**config.mk**
```make
export PLATFORM = sky130hd
export DESIGN_NAME = sorted_priority_queue
export DESIGN_NICKNAME = d
export VERILOG_FILES = /design/src/hw/rtl/spq_pkg.sv /design/src/hw/rtl/spq_cell.sv /design/src/hw/rtl/sorted_priority_queue.sv
export SDC_FILE = /design/constraint.sdc
export NUM_CORES = 2
export LEC_CHECK = 0
export ABC_AREA = 1
export BUFFER_PORTS_ARGS = -buffer_cell sky130_fd_sc_hd__buf_2
export CAP_MARGIN = 40
export CORE_MARGIN = 10
export CORE_UTILIZATION = 35
export CTS_CLUSTER_DIAMETER = 40
export CTS_CLUSTER_SIZE = 25
export DETAILED_ROUTE_END_ITERATION = 10
export GPL_ROUTABILITY_DRIVEN = 0
export SLEW_MARGIN = 10
export SYNTH_ARGS = -nofsm -noshare
export SYNTH_HDL_FRONTEND = slang
export SYNTH_SLANG_ARGS = --single-unit
```
**constraint.sdc**
```tcl
create_clock -name clk -period 9.3 [get_ports clk]
set_input_delay 0.465 -clock clk [delete_from_list [all_inputs] [get_ports clk]]
set_output_delay 0.465 -clock clk [all_outputs]
set_load 0.01 [all_outputs]
```
**src/hw/rtl/spq_pkg.sv**
```systemverilog
// ----------------------------------------------------------------------------
// spq_pkg
// Shared types and constants for the sorted priority queue.
// ----------------------------------------------------------------------------
package spq_pkg;

	localparam int CAPACITY_DEF = 16;

	localparam logic MODE_INSERT = 1'b0;
	localparam logic MODE_REMOVE = 1'b1;

	localparam logic [1:0] ST_DONE  = 2'd0;
	localparam logic [1:0] ST_EMPTY = 2'd1;
	localparam logic [1:0] ST_FULL  = 2'd2;

	typedef struct packed {
		logic signed [31:0] value;
		logic signed [15:0] prio;
	} entry_t;

	// per-cycle command broadcast to every cell
	typedef struct packed {
		logic ins;
		logic rem;
	} cell_ctrl_t;

endpackage

```
**src/hw/rtl/spq_cell.sv**
```systemverilog
// ----------------------------------------------------------------------------
// spq_cell
// One slot of the sorted chain: holds an entry, takes the new entry, its left
// neighbor on insert or its right neighbor on remove.
// ----------------------------------------------------------------------------
module spq_cell (
	input  logic               clk,
	input  spq_pkg::cell_ctrl_t ctrl,
	input  logic               occupied,
	input  spq_pkg::entry_t    new_entry,
	input  spq_pkg::entry_t    left_entry,
	input  logic               left_ge,
	input  spq_pkg::entry_t    right_entry,
	output spq_pkg::entry_t    entry,
	output logic               ge
);
	import spq_pkg::*;

	entry_t entry_q;

	// at or past the insert point: slot empty or its priority not below the new one
	assign ge    = !(occupied && (entry_q.prio < new_entry.prio));
	assign entry = entry_q;

	always_ff @(posedge clk) begin
		if (ctrl.ins && ge) begin
			if (left_ge) begin
				entry_q <= left_entry;
			end else begin
				entry_q <= new_entry;
			end
		end else if (ctrl.rem) begin
			entry_q <= right_entry;
		end
	end

endmodule

```
**src/hw/rtl/sorted_priority_queue.sv**
```systemverilog
// ----------------------------------------------------------------------------
// sorted_priority_queue
// Bounded priority queue built as a sorted chain of cells.
// ----------------------------------------------------------------------------
// Each request beat is an insert (mode 0) or a remove of the front entry
// (mode 1) and yields exactly one response beat. Entries stay sorted by
// ascending priority in a row of CAPACITY cells; an insert goes ahead of the
// first entry with equal or greater priority, so equal priorities leave newest
// first. Every cell compares its own priority with the incoming one in
// parallel, so one request is taken per cycle; the only wait comes from the
// single response register when the response side stalls. Insert on a full
// queue returns status full, remove on an empty one returns status empty,
// both with zero data. Occupancy shows the low 5 bits of the entry count.
// ----------------------------------------------------------------------------
module sorted_priority_queue #(
	parameter int CAPACITY = spq_pkg::CAPACITY_DEF
) (
	input  logic               clk,
	input  logic               arst_n,
	input  logic               req_valid,
	output logic               req_stall,
	input  logic               mode,
	input  logic signed [31:0] item_value,
	input  logic signed [15:0] item_priority,
	output logic               rsp_valid,
	input  logic               rsp_stall,
	output logic [1:0]         status,
	output logic signed [31:0] out_value,
	output logic signed [15:0] out_priority,
	output logic [4:0]         occupancy
);
	import spq_pkg::*;

	localparam int CW = $clog2(CAPACITY + 1);

	logic [CW-1:0] count_q;
	logic [CW-1:0] count_nxt;
	logic          rsp_valid_q;
	logic [1:0]    status_q;
	entry_t        out_q;
	logic [4:0]    occ_q;

	entry_t     new_entry;
	entry_t     cell_entry [CAPACITY];
	logic       cell_ge    [CAPACITY];
	cell_ctrl_t ctrl;
	logic       accept;
	logic       full;
	logic       empty;
	logic [1:0] status_nxt;
	entry_t     out_nxt;

	assign req_stall = rsp_valid_q && rsp_stall;
	assign accept    = req_valid && !req_stall;
	assign full      = (count_q == CW'(CAPACITY));
	assign empty     = (count_q == '0);

	assign new_entry.value = item_value;
	assign new_entry.prio  = item_priority;

	assign ctrl.ins = accept && (mode == MODE_INSERT) && !full;
	assign ctrl.rem = accept && (mode == MODE_REMOVE) && !empty;

	always_comb begin
		count_nxt  = count_q;
		status_nxt = ST_DONE;
		out_nxt    = '0;
		if (mode == MODE_INSERT) begin
			if (full) begin
				status_nxt = ST_FULL;
			end else begin
				count_nxt = count_q + 1'b1;
			end
		end else begin
			if (empty) begin
				status_nxt = ST_EMPTY;
			end else begin
				count_nxt = count_q - 1'b1;
				out_nxt   = cell_entry[0];
			end
		end
	end

	for (genvar i = 0; i < CAPACITY; i++) begin : g_cell
		entry_t lft_e;
		logic   lft_ge;
		entry_t rgt_e;

		if (i == 0) begin : g_first
			assign lft_e  = new_entry;
			assign lft_ge = 1'b0;
		end else begin : g_mid
			assign lft_e  = cell_entry[i-1];
			assign lft_ge = cell_ge[i-1];
		end

		if (i == CAPACITY - 1) begin : g_last
			assign rgt_e = '0;
		end else begin : g_inner
			assign rgt_e = cell_entry[i+1];
		end

		spq_cell u_cell (
			.clk        (clk),
			.ctrl       (ctrl),
			.occupied   (count_q > CW'(i)),
			.new_entry  (new_entry),
			.left_entry (lft_e),
			.left_ge    (lft_ge),
			.right_entry(rgt_e),
			.entry      (cell_entry[i]),
			.ge         (cell_ge[i])
		);
	end

	always_ff @(posedge clk or negedge arst_n) begin
		if (!arst_n) begin
			count_q     <= '0;
			rsp_valid_q <= 1'b0;
		end else begin
			if (accept) begin
				count_q     <= count_nxt;
				rsp_valid_q <= 1'b1;
			end else if (!rsp_stall) begin
				rsp_valid_q <= 1'b0;
			end
		end
	end

	always_ff @(posedge clk) begin
		if (accept) begin
			status_q <= status_nxt;
			out_q    <= out_nxt;
			occ_q    <= 5'(count_nxt);
		end
	end

	assign rsp_valid    = rsp_valid_q;
	assign status       = status_q;
	assign out_value    = out_q.value;
	assign out_priority = out_q.prio;
	assign occupancy    = occ_q;

endmodule

```
==> flow_summary.json <==
{
  "row_count": 141,
  "tightest_slew_ps": 903,
  "cts_tree": "built",
  "finalMaxSlewViolations": 0,
  "regToRegSetupSlack_ps": 4600,
  "io_buffers": 109,
  "clkLatencyLatePin_ps": 770,
  "powerDensity_mw_per_mm2": 303,
  "dieWidth_microns": 406,
  "drc_errors": 0,
  "syn-mean-instance-area_sq_um": 7.63,
  "syn_to_final_growth_pct": 13.0,
  "synth_edf_count": 823,
  "nets": 6956,
  "synth_common_cells": "3818 x nand2_1, 823 x edfxtp_1, 728 x nand4_1",
  "numCtsBuffers": 148,
  "leakagePower_nw": 27.9,
  "maxClockFrequency_mhz": 203,
  "ys_seq_elements": 829,
  "fin_skew_ps": 26.9,
  "layout_setup_ws_ps": 4380,
  "cts-resized-gates": 0,
  "timing.final.crit_share": 0.529,
  "slew_headroom": 0.396,
  "cap_viol_max_count": 0,
  "initial_core_util": 0.352,
  "die_height_microns": 406,
  "core_area_sq_mm": 0.148,
  "ioPinCount": 110,
  "antenna_found_initial": 7,
  "synthTopCellsByArea": "edfxtp_1 47%, nand2_1 27%, nand4_1 8.7%",
  "cp_max_fo": 49,
  "path_clk_slew_ps": 60,
  "place.detailed.hpwl_mm": 121,
  "synth_area_leader_cell": "edfxtp_1",
  "grt_max_degree": 68,
  "rsz0062_at_grt": "no",
  "finalHoldViolCount": 0,
  "clock_sinks": 829,
  "synth_ff_type": "edfxtp_1",
  "grt_pass1_vias": 46000,
  "die_area_sq_mm": 0.165,
  "end_kind": "register",
  "drive_gt1_frac": 0.0807,
  "yosys_warnings": 0,
  "vias": 47700,
  "avgRoutedWirePerCell_microns": 20.5,
  "peakVddDrop_v": 0.000228,
  "syn_nets": 7137,
  "cp.arrival_ps": 5330,
  "critPathLaunchType": "input port",
  "finalCriticalPeriod_ps": 4920,
  "fin_setup_tns_ps": 0,
  "placedInstanceArea_sq_mm": 0.0541,
  "preCtsSetupSlack_ps": 3730,
  "fin_area_sq_mm": 0.0590,
  "crit_type": "in -> reg",
  "finalWirelength_mm": 179,
  "drt_iter0_markers": 5116,
  "cp.required_ps": 9710,
  "cts_root_buf": "clkbuf_16",
  "synth_most_common_cell": "nand2_1",
  "clockBufferDepth": 3,
  "setup_viol": 0,
  "seq_area_frac_synth": 0.477,
  "track_usage": 0.210,
  "grt_pass1_wl_mm": 278,
  "route.antenna.remaining_nets": 0,
  "h-tree-depth": 4,
  "ys_types": 32,
  "hp-class": "in -> async",
  "firstDrtPassIters": 6,
  "synthCells": 6839,
  "status": "finished clean",
  "syn_area_sq_mm": 0.0522,
  "synth_top_area_share": 0.474,
  "ys_async_sr_fraction": 0.00724,
  "grt_overflow": 0,
  "routed_via_density": 5.47
}
==> cell families (layout without fill, tap and decap cells) <==
group           after synthesis  after routing  share of synthesized area
fa+ha+maj                   245            245                     0.0588
other cells                   0              5                          0
flops                       829            829                      0.477
simple gates               4770           4770                      0.381
buf+inv                     769            711                     0.0607
compound gates              224            224                     0.0225
xor+xnor                      2              2                   0.000336
==> sequential cells by signal (all words and copies together) (netlist names) <==
name,flops
count_q,5
rsp_valid,1
g_cell.u_cell.entry,768
status,2
out_priority,16
occupancy,5
out_value,32
==> stage by stage <==
step,instances,util,total power [mW],hold slack [ps]
finish,8716,0.398,17.9,67.3
global route,8715,0.398,18.9,80.2
CTS,8711,0.398,17.8,26.4
detailed placement,8434,0.365,12.5,313
global placement,8420,0.363,12.3,308
floorplan,6839,-,10.3,169
==> worst paths after layout <==
| kind | start | end | cells past startpoint |
|---|---|---|---|
| worst max-delay path | item_priority[9] | g_cell[1].u_cell.entry[28] | 18 |
| worst min-delay path | arst_n | count_q[0] | 2 |
| worst max register to register | g_cell[1].u_cell.entry[2] | g_cell[1].u_cell.entry[28] | 17 |
| worst min register to register | g_cell[15].u_cell.entry[34] | g_cell[14].u_cell.entry[34] | 2 |
| max in group asynchronous | arst_n | rsp_valid | 2 |
| min in group clk | item_value[12] | g_cell[0].u_cell.entry[28] | 3 |
==> cells in the final DEF (no fill, tap or decap), types with 6 or more instances in the layout <==
cell type   instances
a21oi_1           147
buf_12             12
buf_2             109
buf_4             106
bufinv_16          11
clkbuf_1           12
clkbuf_16         152
clkinv_1           24
clkinv_2           26
clkinvlp_4         25
dfrtp_1             6
edfxtp_1          823
ha_1              245
inv_1             186
inv_2              18
inv_6              14
nand2_1          3797
nand2_2            28
nand3_1            69
nand3_2            23
nand4_1           728
nor2_1            112
nor3_1              9
o21a_1             11
o21ai_0            53
==> worst max-delay path: stages <==
cell and delay (ps):
buf_2 450, inv_1 380, buf_4 310, ha_1 320, nand2_1 50, inv_1 40
o21ai_0 60, a21oi_1 140, nor2_1 80, nand2_1 80, nand2_1 50, buf_4 310
nand3_2 130, buf_4 510, nand2_2 490, buf_4 420, nand2_2 390, buf_4 530
==> what timing repair did <==
action                     4_1_cts  5_1_grt
hold buffers                     4        0
setup endpoints to repair        0        0
hold endpoints to repair         8        0
buffers inserted                 0        0
==> routing by layer <==
metal	GRT usage	part of all wire	vias to the layer above
met5	0	0.00019	-
met4	0.0765	0.033	4
met3	0.0385	0.094	446
met2	0.337	0.45	2445
met1	0.283	0.42	22300
li1	-	-	22500
==> cell type report <==
cell class / instances / area, sq um
well taps: 1930 / 2410
diodes: 5 / 12.5
clock inverters: 109 / 981
multi-input cells: 5241 / 24400
repair buffers: 233 / 1680
clock buffers: 164 / 3850
flip-flops and latches: 829 / 24900
inverters: 205 / 769
fillers: 15000 / 89000
==> power breakdown <==
| part | internal [mW] | leakage [nW] | switching (mW) |
|---|---|---|---|
| clock | 3.30 | 2.30 | 2.02 |
| combinational | 1.83 | 17.7 | 4.81 |
| sequential | 5.33 | 7.86 | 0.571 |
| total | 10.5 | 27.9 | 7.40 |
No activity file was read; power rests on OpenSTA's default activity.
